File: src/sv/pse_pkg.sv
// types, constants and symbol codes of the postfix stack evaluator
package pse_pkg;

  localparam int unsigned STACK_DEPTH = 64;
  localparam int unsigned CNT_W       = $clog2(STACK_DEPTH + 1);
  localparam int unsigned VAL_W       = 32;
  localparam int unsigned SYM_W       = 8;
  localparam int unsigned DIV_CNT_W   = $clog2(VAL_W);
  localparam int unsigned POW_CNT_W   = $clog2(VAL_W + 1);

  localparam logic [SYM_W-1:0] SYM_ADD  = 8'h2B;
  localparam logic [SYM_W-1:0] SYM_SUB  = 8'h2D;
  localparam logic [SYM_W-1:0] SYM_MUL  = 8'h2A;
  localparam logic [SYM_W-1:0] SYM_DIV  = 8'h2F;
  localparam logic [SYM_W-1:0] SYM_POW  = 8'h5E;
  localparam logic [SYM_W-1:0] SYM_ZERO = 8'h30;

  typedef struct packed {
    logic [SYM_W-1:0] symbol;
    logic             last_symbol;
  } pse_in_t;

  typedef struct packed {
    logic signed [VAL_W-1:0] value;
    logic                    underflow_seen;
    logic                    overflow_seen;
    logic                    divide_by_zero_seen;
  } pse_out_t;

  typedef struct packed {
    logic push;
    logic pop;
  } pse_cell_ctl_t;

  typedef struct packed {
    logic under;
    logic over;
    logic div0;
  } pse_flags_t;

  typedef enum logic [1:0] {
    S_IDLE,
    S_DIV,
    S_POW,
    S_EMIT
  } pse_state_e;

endpackage

File: src/sv/pse_divider.sv
// signed 32-bit restoring divider, one quotient bit per cycle
module pse_divider (
  input  logic                      clk_i,
  input  logic                      rst_ni,
  input  logic                      start_i,
  input  logic [pse_pkg::VAL_W-1:0] dividend_i,
  input  logic [pse_pkg::VAL_W-1:0] divisor_i,
  output logic                      done_o,
  output logic [pse_pkg::VAL_W-1:0] quotient_o
);
  import pse_pkg::*;

  logic                 busy_q;
  logic                 done_q;
  logic [DIV_CNT_W-1:0] cnt_q;
  logic [VAL_W-1:0]     rem_q;
  logic [VAL_W-1:0]     quo_q;
  logic [VAL_W-1:0]     dsr_q;
  logic                 neg_q;
  logic [VAL_W:0]       trial;
  logic [VAL_W:0]       diff;
  logic                 fits;

  assign trial = {rem_q, quo_q[VAL_W-1]};
  assign diff  = trial - {1'b0, dsr_q};
  assign fits  = trial >= {1'b0, dsr_q};

  always_ff @(posedge clk_i or negedge rst_ni) begin
    if (!rst_ni) begin
      busy_q <= 1'b0;
      done_q <= 1'b0;
      cnt_q  <= '0;
    end else if (start_i) begin
      busy_q <= 1'b1;
      done_q <= 1'b0;
      cnt_q  <= '0;
    end else if (busy_q) begin
      cnt_q <= cnt_q + 1'b1;
      if (cnt_q == DIV_CNT_W'(VAL_W - 1)) begin
        busy_q <= 1'b0;
        done_q <= 1'b1;
      end
    end else begin
      done_q <= 1'b0;
    end
  end

  // work on magnitudes, fix the sign at the end
  always_ff @(posedge clk_i) begin
    if (start_i) begin
      quo_q <= dividend_i[VAL_W-1] ? -dividend_i : dividend_i;
      dsr_q <= divisor_i[VAL_W-1] ? -divisor_i : divisor_i;
      rem_q <= '0;
      neg_q <= dividend_i[VAL_W-1] ^ divisor_i[VAL_W-1];
    end else if (busy_q) begin
      quo_q <= {quo_q[VAL_W-2:0], fits};
      rem_q <= fits ? diff[VAL_W-1:0] : trial[VAL_W-1:0];
    end
  end

  assign done_o     = done_q;
  assign quotient_o = neg_q ? -quo_q : quo_q;
endmodule

File: config.mk
export PLATFORM = sky130hd
export DESIGN_NAME = pse_divider
export DESIGN_NICKNAME = d
export VERILOG_FILES = /design/src/sv/pse_pkg.sv /design/src/sv/pse_divider.sv
export SDC_FILE = /design/constraint.sdc
export NUM_CORES = 1
export LEC_CHECK = 0
export ABC_AREA = 1
export BUFFER_PORTS_ARGS = -buffer_cell sky130_fd_sc_hd__buf_2
export CAP_MARGIN = 20
export CORE_MARGIN = 2
export CORE_UTILIZATION = 40
export CTS_CLUSTER_DIAMETER = 200
export DETAILED_ROUTE_END_ITERATION = 7
export MAX_ROUTING_LAYER = met4
export PLACE_DENSITY = 0.69
export SYNTH_ARGS = -nofsm -noshare
export SYNTH_HDL_FRONTEND = slang
export SYNTH_SLANG_ARGS = --single-unit
File: constraint.sdc
create_clock -name clk_i -period 2.15 [get_ports clk_i]
set_clock_uncertainty 0.05 [all_clocks]
set_input_delay 0.1075 -clock clk_i [delete_from_list [all_inputs] [get_ports clk_i]]
set_output_delay 0.1075 -clock clk_i [all_outputs]
set_load 0.02 [all_outputs]
==> impl_metrics.tcl <==
set metrics [dict create \
    status "finished with violations" \
    violations "setup timing" \
    finalCriticalPeriod_ns 2.51 \
    vias 9743 \
    drcViolationCount 0 \
    io_pins 100 \
    die_h_microns 155 \
    drv_slew 0 \
    max-slew-margin-rel_pct 56.9 \
    die_area_sq_um 24000 \
    grt_pass1_vias 9301 \
    synth.lib_cells_used.distinct 46 \
    synth_ff_type "edfxtp_1" \
    fillers 1931 \
    hold_viol 0 \
    hold_ws_ns 0.0208 \
    overflow 0 \
    setup_ws_ns -0.358 \
    clkTransAtPathRegs_ns 0.07 \
    synth_top_cell_by_area "edfxtp_1" \
    grt_antenna_before_repair 3 \
    clkLatencyLatePin_ns 0.37 \
    layout.nets 1692 \
    cts_tree "yes" \
    drtAntennaViolNets 0 \
    cts_made_buffers 9 \
    firstDrtPassIters 5 \
    rows 55 \
    cp-start-kind "register" \
    fin_cells 1881 \
    port_buffers 99 \
    vdd_ir_drop_max_v 0.000494 \
    seq_area_sq_um 2770 \
    arrival_ns 2.35 \
    crit_type "reg -> out" \
    hold_path.class "in -> reg" \
    chipWidth_microns 155 \
    syn_to_final_growth_pct 40.5 \
    max_freq_ghz 0.399 \
    dp_hpwl_microns 20800 \
    powerDensity_nw_per_um2 985 \
    drt_iter0_drc 592 \
    grt_max_degree 57 \
    ys_async_sr_fraction_pct 6.73 \
    cts.root.buffer_cell "clkbuf_16" \
    ys_warn_count 0 \
    tightest_slew_ns 0.647 \
    syn_nets 1490 \
    synth_area_leaders "edfxtp_1 (21%), nand2_1 (17%), inv_1 (10%), dfxtp_1 (7.0%), nand3_1 (6.3%)" \
    ys_seq_elements 104 \
    rsz0062_at_grt "true" \
    wl_per_cell_microns 16.0 \
    fin_crit_sh_pct 117 \
    synth_area_sq_um 9110 \
    grt_usage_pct 24.2 \
    yosysSeqAreaShare_pct 30.4 \
    cp-end-kind "output port" \
    grt_pass1_wl_microns 45300 \
    netlist_top_cells_count "nand2_1 (404), inv_1 (244), nor2_1 (118)" \
    cts.sinks 104 \
    cap_violations 0 \
    synth_cells 1385 \
    htreeDepth 3 \
    required_ns 1.99 \
    synth_top_area_share_pct 21.4 \
    p_leak_nw 6.28 \
    post-route-util_pct 56.9 \
    synth_most_common_cell "nand2_1" \
    place_congestion 0.946 \
    cp_max_fo 3 \
    multi_input_area_sq_um 6650 \
    drive_gt1_share_pct 31.7 \
    dp_cells 1811 \
    initial_utilization_pct 40.5 \
    finalSetupViolCount 50 \
    clockBufferDepth 2 \
    pre_cts_ws_ns -0.146 \
    drt-total-wl_microns 30200 \
    synth_edf_count 65 \
    via_per_inst 5.18 \
    synth.avg_cell_area_sq_um 6.58 \
    core_sq_um 22500 \
]
==> placed cells by master (no fill, tap or decap), drive strengths merged, types with 24 or more instances in the layout <==
master,instances
buf,217
nand3,120
nor3,24
xnor2,29
ha,37
edfxtp,65
xor2,60
nand2,411
inv,249
nor2,128
a21oi,35
o21ai,76
dfxtp,32
==> per-stage QoR <==
step	area, sq um	TNS, ns	power (mW)
2_1_floorplan	9120	0	6.33
3_3_place_gp	10400	-2.22	8.05
3_5_place_dp	10400	-3.04	8.08
4_1_cts	11600	-5.22	11.0
5_1_grt	12800	-11.59	13.3
6_report	12800	-6.39	12.6
==> timing repair <==
item                                    CTS  global route
endpoints found under the setup margin   55            58
cloned                                    3             4
hold buffers                              2             0
setup buffers                            20            25
resized for setup                       142           219
endpoints found under the hold margin     8             0
pin swaps                                43           113
==> cell type report <==
cell class,instances,share of cell area (%)
multi-input cells,1002,52.0
flip-flops and latches,104,21.6
repair buffers,222,13.9
inverters,248,7.29
well taps,285,2.79
clock buffers,10,1.79
clock inverters,6,0.596
diodes,4,0.0782
==> registers in the layout (all words and copies together), names as in the netlist <==
| register | flops |
|---|---|
| busy_q | 1 |
| cnt_q | 5 |
| done_o | 1 |
| dsr_q | 32 |
| neg_q | 1 |
| quo_q | 32 |
| rem_q | 32 |
==> metal layers <==
metal	GRT usage [%]	up-vias	part of all wire (%)
met1	28.1	4534	41
li1	-	4801	-
met5	-	-	0
met4	11.5	0	4.6
met3	4.57	91	5.6
met2	40.4	317	49
==> path summary, 6_finish.rpt <==
check                         startpoint        endpoint  slack (ns)  cells after the start
min in group asynchronous         rst_ni          done_o        0.06                      2
max in group asynchronous         rst_ni        cnt_q[4]        1.84                      2
min reg2reg                    rem_q[21]       rem_q[21]        0.45                      2
max reg2reg                    dsr_q[24]        rem_q[9]       -0.10                     13
min                        divisor_i[28]       dsr_q[28]        0.02                      2
max                             quo_q[0]  quotient_o[29]       -0.36                      8
==> cells by family after synthesis <==
group,count (synthesis),synth area share (%)
simple gates,741,35.8
buf+inv,280,12.1
compound gates,133,7.87
flops,104,30.4
xor+xnor,89,8.56
fa+ha+maj,38,5.30
==> where the power goes <==
group          switching [mW]  leakage (nW)  total (mW)  internal, mW
logic                    4.52          5.11        7.99          3.47
clock network           0.823         0.143        1.75         0.924
registers               0.353          1.03        2.87          2.51
==> critical path, cell delays in order (launching register included) <==
cell,delay (ns)
edfxtp_1,0.42
buf_6,0.15
nor3_4,0.20
nand2_2,0.10
nor3_4,0.21
nand4_1,0.24
o21ai_1,0.22
xor2_1,0.26
buf_4,0.19
Note: power is estimated with default switching activity, not from simulation.
