$ cat src/sv/pse_pkg.sv
// types, constants and symbol codes of the postfix stack evaluator
package pse_pkg;

  localparam int unsigned STACK_DEPTH = 64;
  localparam int unsigned CNT_W       = $clog2(STACK_DEPTH + 1);
  localparam int unsigned VAL_W       = 32;
  localparam int unsigned SYM_W       = 8;
  localparam int unsigned DIV_CNT_W   = $clog2(VAL_W);
  localparam int unsigned POW_CNT_W   = $clog2(VAL_W + 1);

  localparam logic [SYM_W-1:0] SYM_ADD  = 8'h2B;
  localparam logic [SYM_W-1:0] SYM_SUB  = 8'h2D;
  localparam logic [SYM_W-1:0] SYM_MUL  = 8'h2A;
  localparam logic [SYM_W-1:0] SYM_DIV  = 8'h2F;
  localparam logic [SYM_W-1:0] SYM_POW  = 8'h5E;
  localparam logic [SYM_W-1:0] SYM_ZERO = 8'h30;

  typedef struct packed {
    logic [SYM_W-1:0] symbol;
    logic             last_symbol;
  } pse_in_t;

  typedef struct packed {
    logic signed [VAL_W-1:0] value;
    logic                    underflow_seen;
    logic                    overflow_seen;
    logic                    divide_by_zero_seen;
  } pse_out_t;

  typedef struct packed {
    logic push;
    logic pop;
  } pse_cell_ctl_t;

  typedef struct packed {
    logic under;
    logic over;
    logic div0;
  } pse_flags_t;

  typedef enum logic [1:0] {
    S_IDLE,
    S_DIV,
    S_POW,
    S_EMIT
  } pse_state_e;

endpackage

$ cat src/sv/pse_power.sv
// saturating integer power by repeated multiply, one product per cycle
module pse_power (
  input  logic                      clk_i,
  input  logic                      rst_ni,
  input  logic                      start_i,
  input  logic [pse_pkg::VAL_W-1:0] base_i,
  input  logic [pse_pkg::VAL_W-1:0] exp_i,
  output logic                      done_o,
  output logic [pse_pkg::VAL_W-1:0] result_o
);
  import pse_pkg::*;

  localparam logic [2*VAL_W-1:0] ACC_MIN_MAG = 64'h0000_0000_8000_0000;
  localparam logic [2*VAL_W-1:0] ACC_POS_MAX = 64'h0000_0000_7FFF_FFFF;
  localparam logic [2*VAL_W-1:0] ACC_INF     = 64'h0000_0001_0000_0000;

  logic                 busy_q;
  logic                 done_q;
  logic [POW_CNT_W-1:0] cnt_q;
  logic [2*VAL_W-1:0]   acc_q;
  logic [VAL_W-1:0]     mag_q;
  logic [VAL_W-1:0]     exp_q;
  logic                 neg_q;
  logic [VAL_W-1:0]     mag;
  logic                 mag_small;
  logic                 run_loop;
  logic [2*VAL_W-1:0]   acc_init;
  logic                 stop;

  assign mag       = base_i[VAL_W-1] ? -base_i : base_i;
  assign mag_small = mag <= VAL_W'(1);
  assign run_loop  = !exp_i[VAL_W-1] && !mag_small;

  // negative exponent: base 0 saturates, unit bases keep magnitude one, larger bases give zero
  always_comb begin
    if (exp_i[VAL_W-1]) begin
      if (mag == '0) begin
        acc_init = ACC_INF;
      end else if (mag == VAL_W'(1)) begin
        acc_init = (2*VAL_W)'(1);
      end else begin
        acc_init = '0;
      end
    end else if (mag_small) begin
      acc_init = (exp_i == '0) ? (2*VAL_W)'(1) : {{VAL_W{1'b0}}, mag};
    end else begin
      acc_init = (2*VAL_W)'(1);
    end
  end

  assign stop = (acc_q > ACC_MIN_MAG) || (VAL_W'(cnt_q) >= exp_q);

  always_ff @(posedge clk_i or negedge rst_ni) begin
    if (!rst_ni) begin
      busy_q <= 1'b0;
      done_q <= 1'b0;
      cnt_q  <= '0;
    end else if (start_i) begin
      busy_q <= run_loop;
      done_q <= !run_loop;
      cnt_q  <= '0;
    end else if (busy_q) begin
      if (stop) begin
        busy_q <= 1'b0;
        done_q <= 1'b1;
      end else begin
        cnt_q <= cnt_q + 1'b1;
      end
    end else begin
      done_q <= 1'b0;
    end
  end

  always_ff @(posedge clk_i) begin
    if (start_i) begin
      acc_q <= acc_init;
      mag_q <= mag;
      exp_q <= exp_i;
      neg_q <= base_i[VAL_W-1] & exp_i[0];
    end else if (busy_q && !stop) begin
      acc_q <= {{VAL_W{1'b0}}, acc_q[VAL_W-1:0]} * {{VAL_W{1'b0}}, mag_q};
    end
  end

  always_comb begin
    if (neg_q) begin
      result_o = (acc_q >= ACC_MIN_MAG) ? ACC_MIN_MAG[VAL_W-1:0] : -acc_q[VAL_W-1:0];
    end else begin
      result_o = (acc_q > ACC_POS_MAX) ? ACC_POS_MAX[VAL_W-1:0] : acc_q[VAL_W-1:0];
    end
  end

  assign done_o = done_q;
endmodule

$ cat config.mk
export PLATFORM = sky130hd
export DESIGN_NAME = pse_power
export DESIGN_NICKNAME = d
export VERILOG_FILES = /design/src/sv/pse_pkg.sv /design/src/sv/pse_power.sv
export SDC_FILE = /design/constraint.sdc
export NUM_CORES = 2
export LEC_CHECK = 0
export BUFFER_PORTS_ARGS = -buffer_cell sky130_fd_sc_hd__buf_4
export CORE_UTILIZATION = 37
export DETAILED_ROUTE_END_ITERATION = 16
export GPL_ROUTABILITY_DRIVEN = 0
export PLACE_DENSITY_LB_ADDON = 0.25
export SLEW_MARGIN = 20
export SYNTH_ARGS = -nofsm -noshare
export SYNTH_HDL_FRONTEND = slang
export SYNTH_SLANG_ARGS = --single-unit
export TNS_END_PERCENT = 30
$ cat constraint.sdc
create_clock -name clk_i -period 16.3 [get_ports clk_i]
set_input_delay 0.815 -clock clk_i [delete_from_list [all_inputs] [get_ports clk_i]]
set_output_delay 0.815 -clock clk_i [all_outputs]
set_load 0.02 [all_outputs]
==> summary.txt <==
Status
  • Status: finished, final reports clean

Finish
  • Layout area overhead: 6.43%
  • Post-layout util: 39.9%
  • Final Non-Filler Cells: 5682
  • Final nets: 5498
  • Share of layout cells above drive strength 1: 5.24%
  • Fill cells: 10800

Yosys
  • Syn. warnings: 0
  • Yosys top cell area share: 44.4%
  • Main synth FF type: edfxtp_1
  • Avg Cell Area, Syn: 9.29 um2
  • Post-synthesis instance area: 40400 um2
  • Area leader, netlist: fa_1
  • Post-synth EDFFs: 129
  • Synth area leaders: fa_1 44%, edfxtp_1 9.6%, and2_1 9.5%, ha_1 8.4%, inv_1 8.1%
  • Yosys cell types: 65
  • Syn Inst Count: 4343
  • Yosys reg bits: 137
  • Synth Net Count: 5578
  • Share of flip-flops with an asynchronous set or reset: 5.84%
  • Sequential element share of the synthesized area: 10.1%

Clocking
  • Max H-tree Level: 4
  • # clock sinks: 137
  • CTS clk-pin slew, worst paths: 0.07 ns
  • Clock root buffer: clkbuf_16
  • Setup Fix Bufs, Post-CTS: 0
  • CTS Buf Count: 17
  • PostCTS Resize Cnt: 0
  • Clk Latency, worst-skew pair: 0.46 ns
  • Hold_buf cts: 0
  • CTS max path bufs: 2
  • CTS tree: yes

Job
  • Max-cap violation count: 0

Worst setup path
  • CP bufs+invs: 5
  • Setup crit end kind: flop
  • Most used cell, CP: fa_1
  • CP top delay family: adder cells
  • Worst endpoint required time: 16.51 ns
  • Crit Path Category: reg -> reg
  • Cells along the critical path: buf_4, and2_1, fa_1, inv_1, fa_1, inv_1, fa_1, inv_1, fa_1, inv_1, fa_1, fa_1, fa_1, fa_1, ha_1, nand4_1, nor2_1, nand2_1, a211oi_1, o21ai_0, o41ai_1, a21boi_0, o21bai_1, mux2_2
  • Crit path max fanout: 20
  • Startpoint types: flop
  • Max incr delay on CP: 0.82 ns
  • Slowest stage cell, crit path: edfxtp_1
  • Worst path arrival time: 9.13 ns

Timing
  • Final worst clock skew: 0.0168 ns
  • Worst-margin pin slew: 1.08 ns
  • RSZ-0062 raised after global routing: false
  • Setup TNS: 0 ns
  • Final Max Slew Viols: 0
  • Final setup viols: 0
  • Rel. slew slack: 28.0%
  • Final period utilization: 54.7%
  • Endpoints failing hold: 0
  • Post-layout minimum cycle time: 8.92 ns
  • Max frequency: 0.112 GHz

Drt
  • Drt drc: 0
  • DR iter-0 viols: 1583
  • Routed vias/inst: 5.09
  • DR pass1 iterations: 5
  • Wire per inst: 19.8 um
  • Routed Antenna Nets: 0
  • Post-Route WL: 113000 um
  • Via count: 28900

Floorplan
  • Rows: 120
  • Number of top-level pins: 100
  • Initial Util: 37.5%
  • Die width: 332 um
  • Core area: 108000 um2
  • Die area: 110000 um2
  • Die H: 332 um

Global route
  • Remaining Overflow, GRT: 0
  • Antenna violations before repair: 0
  • Largest net degree at the start of global routing: 70
  • GRT Util Overall: 21.3%
  • First-pass GRT wire length: 182000 um
  • Vias in the first global route: 31800

Placement
  • Placed Cells: 5646
  • Dpl hpwl: 87000 um
  • Input/output buffers: 99

Min path
  • HP Class: in -> async
## final timing paths
| path | startpoint | end | slack [ns] | cells after the start |
|---|---|---|---|---|
| max | acc_q[7] | acc_q[57] | 7.38 | 24 |
| min | rst_ni | cnt_q[4] | 0.17 | 1 |
| max reg2reg | acc_q[7] | acc_q[57] | 7.38 | 24 |
| min reg2reg | busy_q | done_o | 0.54 | 2 |
| max in group asynchronous | rst_ni | cnt_q[3] | 16.00 | 1 |
| min in group clk_i | exp_i[30] | exp_q[30] | 0.54 | 1 |
## kinds of logic (layout without fill, tap and decap cells)
| group | after synthesis | count (layout) | synth area share [%] |
|---|---|---|---|
| buffers and inverters | 1137 | 1070 | 10.6 |
| AO/OA/AOI/OAI | 350 | 350 | 5.73 |
| other | 0 | 3 | 0 |
| flip-flops | 137 | 137 | 10.1 |
| AND/OR/NAND/NOR | 1453 | 1453 | 18.5 |
| adder cells (fa/ha/maj) | 1168 | 1168 | 52.9 |
| multiplexers | 14 | 14 | 0.372 |
| XOR/XNOR | 84 | 84 | 1.82 |
## sequential cells by signal, indices dropped and copies added (netlist names)
name    flops
done_o      1
acc_q      64
busy_q      1
cnt_q       6
neg_q       1
mag_q      32
exp_q      32
## layout make-up
| type | count | area [um2] | area share (%) |
|---|---|---|---|
| Multi-Input combinational cell | 3069 | 32000 | 74.5 |
| Clock inverter | 14 | 129 | 0.300 |
| Sequential cell | 137 | 4070 | 9.48 |
| Antenna cell | 3 | 7.51 | 0.0175 |
| Timing Repair Buffer | 170 | 1280 | 2.99 |
| Clock buffer | 18 | 439 | 1.02 |
| Tap cell | 1403 | 1760 | 4.09 |
| Inverter | 868 | 3260 | 7.58 |
## synth_stat cells (all sizes together), types with 8 or more instances
cell	count
a211oi	13
a21o	45
a21oi	96
a31oi	12
and2	610
and3	11
buf	10
clkbuf	259
dfrtp	8
edfxtp	129
fa	896
ha	272
inv	868
mux2	8
nand2	522
nand2b	12
nand3	18
nand4	23
nor2	124
nor2b	17
nor3	29
nor4	31
o21a	15
o21ai	61
o21bai	18
o22ai	8
o311ai	19
o31ai	14
o41ai	13
or3	25
or4	11
xnor2	56
xor2	28
## worst reg2reg max path, stage by stage (launching register included)
cell and delay (ns):
edfxtp_1 0.82, buf_4 0.42, and2_1 0.21, fa_1 0.53, inv_1 0.05, fa_1 0.47
inv_1 0.05, fa_1 0.50, inv_1 0.05, fa_1 0.53, inv_1 0.06, fa_1 0.50
fa_1 0.46, fa_1 0.54, fa_1 0.43, ha_1 0.51, nand4_1 0.22, nor2_1 0.15
nand2_1 0.06, a211oi_1 0.33, o21ai_0 0.41, o41ai_1 0.60, a21boi_0 0.26, o21bai_1 0.20
mux2_2 0.34
## cells in the final DEF (no fill, tap or decap), types with 56 or more instances in the layout
| cell | count |
|---|---|
| a21oi_1 | 96 |
| inv_1 | 868 |
| buf_4 | 169 |
| nor2_1 | 124 |
| o21ai_0 | 61 |
| nand2_1 | 521 |
| edfxtp_1 | 129 |
| and2_1 | 610 |
| fa_1 | 896 |
| xnor2_1 | 56 |
| ha_1 | 272 |
## layer usage
layer / vias up / track usage, % / part of all wire, %
met1: 15100 / 26.7 / 41
li1: 13000 / - / -
met2: 711 / 38.3 / 51
met4: 0 / 6.27 / 2.8
met5: - / 0 / 0
met3: 129 / 2.37 / 4.5
## per-stage QoR
| step | hold WS [ns] | setup WS, ns | area [um2] |
|---|---|---|---|
| 3_5_place_dp | 0.517 | 7.50 | 42400 |
| 6_report | 0.170 | 7.38 | 43000 |
| 5_1_grt | 0.151 | 6.86 | 43000 |
| 3_3_place_gp | 0.523 | 7.53 | 42400 |
| 2_1_floorplan | 0.482 | 8.61 | 40400 |
| 4_1_cts | 0.148 | 7.46 | 42900 |
Power is not shown: default switching activity piles up to over one toggle a cycle in this logic, so the estimate is an artifact.
