File: src/sv/pse_pkg.sv
// types, constants and symbol codes of the postfix stack evaluator
package pse_pkg;

  localparam int unsigned STACK_DEPTH = 64;
  localparam int unsigned CNT_W       = $clog2(STACK_DEPTH + 1);
  localparam int unsigned VAL_W       = 32;
  localparam int unsigned SYM_W       = 8;
  localparam int unsigned DIV_CNT_W   = $clog2(VAL_W);
  localparam int unsigned POW_CNT_W   = $clog2(VAL_W + 1);

  localparam logic [SYM_W-1:0] SYM_ADD  = 8'h2B;
  localparam logic [SYM_W-1:0] SYM_SUB  = 8'h2D;
  localparam logic [SYM_W-1:0] SYM_MUL  = 8'h2A;
  localparam logic [SYM_W-1:0] SYM_DIV  = 8'h2F;
  localparam logic [SYM_W-1:0] SYM_POW  = 8'h5E;
  localparam logic [SYM_W-1:0] SYM_ZERO = 8'h30;

  typedef struct packed {
    logic [SYM_W-1:0] symbol;
    logic             last_symbol;
  } pse_in_t;

  typedef struct packed {
    logic signed [VAL_W-1:0] value;
    logic                    underflow_seen;
    logic                    overflow_seen;
    logic                    divide_by_zero_seen;
  } pse_out_t;

  typedef struct packed {
    logic push;
    logic pop;
  } pse_cell_ctl_t;

  typedef struct packed {
    logic under;
    logic over;
    logic div0;
  } pse_flags_t;

  typedef enum logic [1:0] {
    S_IDLE,
    S_DIV,
    S_POW,
    S_EMIT
  } pse_state_e;

endpackage

File: src/sv/pse_stack_cell.sv
// one entry of the shifting stack: loads from its upper or lower neighbor
module pse_stack_cell (
  input  logic                      clk_i,
  input  pse_pkg::pse_cell_ctl_t    ctl_i,
  input  logic [pse_pkg::VAL_W-1:0] prev_i,
  input  logic [pse_pkg::VAL_W-1:0] next_i,
  output logic [pse_pkg::VAL_W-1:0] value_o
);
  import pse_pkg::*;

  logic [VAL_W-1:0] value_q;

  always_ff @(posedge clk_i) begin
    if (ctl_i.push) begin
      value_q <= prev_i;
    end else if (ctl_i.pop) begin
      value_q <= next_i;
    end
  end

  assign value_o = value_q;
endmodule

File: config.mk
export PLATFORM = sky130hd
export DESIGN_NAME = pse_stack_cell
export DESIGN_NICKNAME = d
export VERILOG_FILES = /design/src/sv/pse_pkg.sv /design/src/sv/pse_stack_cell.sv
export SDC_FILE = /design/constraint.sdc
export NUM_CORES = 1
export LEC_CHECK = 0
export BUFFER_PORTS_ARGS = -buffer_cell sky130_fd_sc_hd__buf_2
export CAP_MARGIN = 15
export CORE_MARGIN = 2
export CORE_UTILIZATION = 35
export DETAILED_ROUTE_END_ITERATION = 10
export GPL_TIMING_DRIVEN = 0
export PLACE_DENSITY = 0.8
export REMOVE_ABC_BUFFERS = 1
export SYNTH_ARGS = -nofsm -noshare
export SYNTH_HDL_FRONTEND = slang
export SYNTH_SLANG_ARGS = --single-unit
File: constraint.sdc
create_clock -name clk_i -period 1.6 [get_ports clk_i]
set_input_delay 0.16 -clock clk_i [delete_from_list [all_inputs] [get_ports clk_i]]
set_output_delay 0.16 -clock clk_i [all_outputs]
set_load 0.01 [all_outputs]
==> results of run 1 <==
metrics by stage:
stage                     util [%]  setup TNS [ns]  hold WS, ns  instances
after floorplan                  -               0        0.377         65
after global placement        48.7          -26.68        0.460        213
after detailed placement      49.4          -17.80        0.465        214
after CTS                     52.1               0        0.163        222
after global routing          52.1               0        0.165        222
final                         52.1               0        0.179        222
worst max-delay path, delay by kind of cell:
| family | cells | cell delay, ns |
|---|---|---|
| buf+inv | 2 | 0.66 |
| simple gates | 1 | 0.51 |
cell families (layout without fill, tap and decap cells):
group | after synthesis | after routing | synth area share (%)
buffers and inverters | 4 | 107 | 4.73
AND/OR/NAND/NOR | 1 | 1 | 0.415
flip-flops | 32 | 32 | 63.7
multiplexers | 32 | 32 | 31.1
routing by layer:
metal  global-route usage, %  up-vias
met2                    22.8       67
met3                    7.12        4
met5                       0        -
met4                    5.77        0
met1                    12.6      436
li1                        -      472
worst min-delay path by stage:
stage                from                    end  slack [ns]
6_report        next_i[6]   value_o[6]$_DFFE_PP_        0.18
5_1_grt        prev_i[10]  value_o[10]$_DFFE_PP_        0.16
3_5_place_dp    prev_i[5]   value_o[5]$_DFFE_PP_        0.46
3_3_place_gp   prev_i[27]  value_o[27]$_DFFE_PP_        0.46
2_1_floorplan   prev_i[0]   value_o[0]$_DFFE_PP_        0.38
4_1_cts         prev_i[5]   value_o[5]$_DFFE_PP_        0.16
area by class of cell:
| cell class | instances | area [µm²] | share of cell area (%) |
|---|---|---|---|
| Clock buffer | 6 | 72.6 | 3.41 |
| Timing Repair Buffer | 99 | 520 | 24.5 |
| Tap cell | 50 | 62.6 | 2.94 |
| Clock inverter | 2 | 35.0 | 1.65 |
| Multi-Input combinational cell | 33 | 475 | 22.4 |
| Sequential cell | 32 | 961 | 45.2 |
cell usage in the layout (no fill, tap or decap):
cell / instances
edfxtp_1: 32
buf_16: 1
clkinv_2: 1
buf_4: 1
clkbuf_8: 5
bufinv_16: 1
or2_2: 1
clkbuf_1: 1
mux2_4: 29
buf_2: 97
mux2_2: 3
power by group:
part | total, mW | switching [mW] | internal [mW]
registers | 1.05 | 0.0209 | 1.03
logic | 0.370 | 0.157 | 0.213
clock network | 0.741 | 0.280 | 0.462
total | 2.16 | 0.458 | 1.70
==> results.py, run 1 <==
metrics = {
    "synthesis": {
        "ys_seq_area_share_pct": 63.7,
        "yosys-top-cells-count": "edfxtp_1 (32), mux2_4 (29), buf_12 (3), mux2_2 (3)",
        "synth_area_leaders": "edfxtp_1 (64%), mux2_4 (29%), buf_12 (4.0%)",
        "syn_avg_cell_area_um2": 21.9,
        "synth.cell_area_um2": 1510,
        "yosysMostFrequentCell": "edfxtp_1",
        "synth_top_area_share_pct": 63.7,
        "synth_ff_type": "edfxtp_1",
        "ys_types": 6,
        "synth-edff-count": 32,
        "yosysWarningCount": 0,
        "ys_ff_latch": 32,
        "synthCells": 69,
        "yosysTopAreaCell": "edfxtp_1",
        "async_reset_ff_share_pct": 0,
    },
    "worst_setup_path": {
        "crit_fanout": 33,
        "cp_slowest_cell": "or2_2",
        "cp.required_ns": 1.58,
        "crit_chain": "buf_4 -> or2_2 -> buf_16",
        "start_kind": "input pin",
        "crit_end": "value_o[16]$_DFFE_PP_",
        "cp.arrival_ns": 1.35,
        "worstSetupPathType": "in -> reg",
        "slowest_delay_ns": 0.51,
        "cp-end-kind": "flip-flop",
        "cp-startpoint": "ctl_i[1]",
    },
    "clock_network": {
        "clockBufferDepth": 2,
        "cts_tree": "yes",
        "clk_pin_slew_ns": 0.07,
        "postCtsSetupRepairBufs": 0,
        "root_buffer": "clkbuf_8",
        "ctsHoldBuffers": 0,
        "ctsResizeCount": 2,
        "cts_max_level": 2,
        "numCtsBuffers": 5,
        "cts_num_sinks": 32,
    },
    "power": {
        "peakVddDrop_uv": 526,
        "finalPower_mw": 2.16,
        "pwr_density_cell_nw_per_um2": 1020,
        "leakagePower_nw": 1.03,
    },
    "global_routing": {
        "antenna_found_initial": 0,
        "grt_pass1_wl_mm": 4.71,
        "grt_pass1_vias": 1045,
        "grt_max_degree": 34,
        "grt_util_all_layers_pct": 13.0,
        "overflow": 0,
    },
    "timing": {
        "slew_headroom_pct": 63.4,
        "fin_crit_ns": 1.37,
        "finalCritPeriodShare_pct": 85.7,
        "fmax_mhz": 730,
        "hold_violations": 0,
        "setup_viol": 0,
        "worst_slack_ns": 0.229,
        "slew_violations": 0,
        "worstMarginPinSlew_ns": 0.548,
        "rsz0062_at_grt": "false",
    },
    "place": {
        "gp_congestion": 0.715,
        "dp_slack_ns": -0.633,
        "postPlaceCellArea_um2": 2020,
        "hpwlAfterDp_mm": 2.29,
        "port-buffer-count": 98,
    },
    "drt": {
        "wire_per_inst_um": 13.2,
        "met1_length_mm": 1.03,
        "routed_wl_mm": 2.94,
        "postRouteAntennaNets": 0,
        "wl_met3_um": 338,
        "dr_total_vias": 979,
        "drt-initial-drc-count": 25,
        "drcViolationCount": 0,
        "dr_wl_met2_mm": 1.54,
        "top_layer": "met4",
        "drt-pass1-iter-count": 3,
        "via_per_inst": 4.41,
    },
    "min_path": {
        "holdPathStages": 2,
        "hold_path.class": "in -> reg",
    },
    "layout": {
        "largest_reg_flops": 32,
        "nets": 238,
        "diodes": 0,
        "final_layout_size_suffix_gt1_share_pct": 80.8,
        "area_growth_pct": 41.1,
        "finalInstanceArea_um2": 2130,
        "fillers": 358,
    },
    "floorplan": {
        "dieArea_um2": 4850,
        "dieWidth_um": 69.6,
        "rows": 23,
        "die_h_um": 69.6,
        "start_util_pct": 36.9,
        "io_pins": 99,
        "core_area_um2": 4090,
    },
    "flow_run": {
        "drv_cap": 0,
    },
    "outcome": {
        "status": "complete, no violations",
    },
}
Note: power is estimated with default switching activity, not from simulation.
==> inputs of run 2 (changes only) <==
--- a/config.mk
+++ b/config.mk
@@ -10,7 +10,6 @@
 export CORE_MARGIN = 2
 export CORE_UTILIZATION = 35
 export DETAILED_ROUTE_END_ITERATION = 10
-export GPL_TIMING_DRIVEN = 0
 export PLACE_DENSITY = 0.8
 export REMOVE_ABC_BUFFERS = 1
 export SYNTH_ARGS = -nofsm -noshare
==> run 2 against run 1 <==
Cell area is essentially flat; first-iteration DRC count up 100%; setup slack gained 0.41 ns; hold slack worse by 0.00053 ns; count of clock-buffer cells in the layout shrank 1; total power down 8.2%; critical endpoint is now value_o[24].
==> results.py, run 2 (synthesized netlist as in run 1, its figures left out) <==
metrics = {
    "clock_network": {
        "cts_max_level": 2,
        "root_buffer": "clkbuf_8",
        "cts_num_sinks": 32,
        "postCtsSetupRepairBufs": 0,
        "clockBufferDepth": 2,
        "ctsHoldBuffers": 0,
        "ctsResizeCount": 0,
        "numCtsBuffers": 5,
        "clk_pin_slew_ns": 0.06,
        "cts_tree": "yes",
    },
    "layout": {
        "diodes": 0,
        "finalInstanceArea_um2": 2130,
        "layout_commonest_cell": "buf_2",
        "final_util_pct": 52.0,
        "largest_reg_flops": 32,
        "final_layout_size_suffix_gt1_share_pct": 79.8,
        "area_growth_pct": 41.0,
        "fillers": 351,
        "nets": 240,
        "layout_common_cells": "buf_2 (98), edfxtp_1 (32), mux2_4 (29)",
    },
    "timing": {
        "slew_headroom_pct": 83.3,
        "setup_viol": 0,
        "fmax_mhz": 1040,
        "worstMarginPinSlew_ns": 0.250,
        "slew_violations": 0,
        "rsz0062_at_grt": "false",
        "hold_violations": 0,
        "finalCritPeriodShare_pct": 60.3,
        "fin_crit_ns": 0.965,
        "fin_setup_tns_ns": 0,
    },
    "global_routing": {
        "antenna_found_initial": 0,
        "grt_pass1_vias": 1072,
        "grt_pass1_wl_mm": 4.76,
        "grt_util_all_layers_pct": 13.1,
        "overflow": 0,
        "grt_max_degree": 33,
    },
    "floorplan": {
        "start_util_pct": 36.9,
        "io_pins": 99,
        "core_area_um2": 4090,
        "rows": 23,
        "die_h_um": 69.6,
        "dieWidth_um": 69.6,
        "dieArea_um2": 4850,
    },
    "worst_setup_path": {
        "start_kind": "flip-flop",
        "slowest_delay_ns": 0.37,
        "cp.arrival_ns": 0.81,
        "cp.buffers_inverters": 1,
        "cp_slowest_cell": "edfxtp_1",
        "cp-end-kind": "output port",
        "crit_fanout": 1,
        "worstSetupPathType": "reg -> out",
        "crit_chain": "buf_2",
        "cp.required_ns": 1.44,
        "crit_family": "flip-flops",
    },
    "drt": {
        "drt-initial-drc-count": 50,
        "drt-pass1-iter-count": 4,
        "routed_wl_mm": 2.92,
        "wire_per_inst_um": 13.1,
        "via_per_inst": 4.35,
        "postRouteAntennaNets": 0,
        "drcViolationCount": 0,
        "dr_total_vias": 970,
    },
    "power": {
        "pwr_density_cell_nw_per_um2": 934,
        "peakVddDrop_uv": 615,
        "leakagePower_nw": 1.03,
    },
    "min_path": {
        "min_to": "value_o[13]$_DFFE_PP_",
        "holdPathStages": 2,
        "hold_path.class": "in -> reg",
        "min-delay-start": "prev_i[13]",
    },
    "place": {
        "port-buffer-count": 98,
        "gp_congestion": 0.743,
        "postPlaceCellArea_um2": 2050,
    },
    "outcome": {
        "status": "complete, no violations",
    },
    "flow_run": {
        "drv_cap": 0,
    },
}
==> run 2: area by class of cell <==
| type | instances | area, µm² | area share (%) |
|---|---|---|---|
| clock inverters | 2 | 7.51 | 0.353 |
| flip-flops and latches | 32 | 961 | 45.2 |
| repair buffers | 101 | 551 | 25.9 |
| clock buffers | 5 | 68.8 | 3.24 |
| well taps | 50 | 62.6 | 2.94 |
| multi-input cells | 33 | 475 | 22.4 |
==> run 2: worst max path at each step <==
stage / startpoint / endpoint / slack [ns] / cells after the start
finish: value_o[24]$_DFFE_PP_ / value_o[24] / 0.63 / 1
global route: value_o[24]$_DFFE_PP_ / value_o[24] / 0.59 / 1
CTS: value_o[1]$_DFFE_PP_ / value_o[1] / 0.62 / 1
detailed placement: ctl_i[1] / value_o[30]$_DFFE_PP_ / 0.38 / 3
global placement: ctl_i[1] / value_o[29]$_DFFE_PP_ / 0.40 / 3
floorplan: ctl_i[0] / value_o[0]$_DFFE_PP_ / 0.31 / 1
==> run 2: stage by stage <==
stage	worst slack (ns)	instances	hold slack [ns]	power, mW
after CTS	0.622	223	0.168	2.02
after floorplan	0.307	65	0.377	1.24
final	0.635	223	0.178	1.98
after detailed placement	0.377	216	0.463	1.45
after global routing	0.591	223	0.162	2.09
after global placement	0.397	216	0.460	1.44
==> run 2: report_power, final <==
part	total [mW]	internal, mW	switching (mW)
clock network	0.558	0.286	0.271
registers	1.05	1.03	0.0208
logic	0.377	0.219	0.157
==> run 2: metal layers <==
layer	part of all wire, %	up-vias	GRT usage, %	wire, µm
met5	0	-	0	0
met4	1.6	0	5.13	48
met3	15	5	8.87	437
met2	49	69	22.2	1440
met1	34	422	12.3	993
li1	-	474	-	-
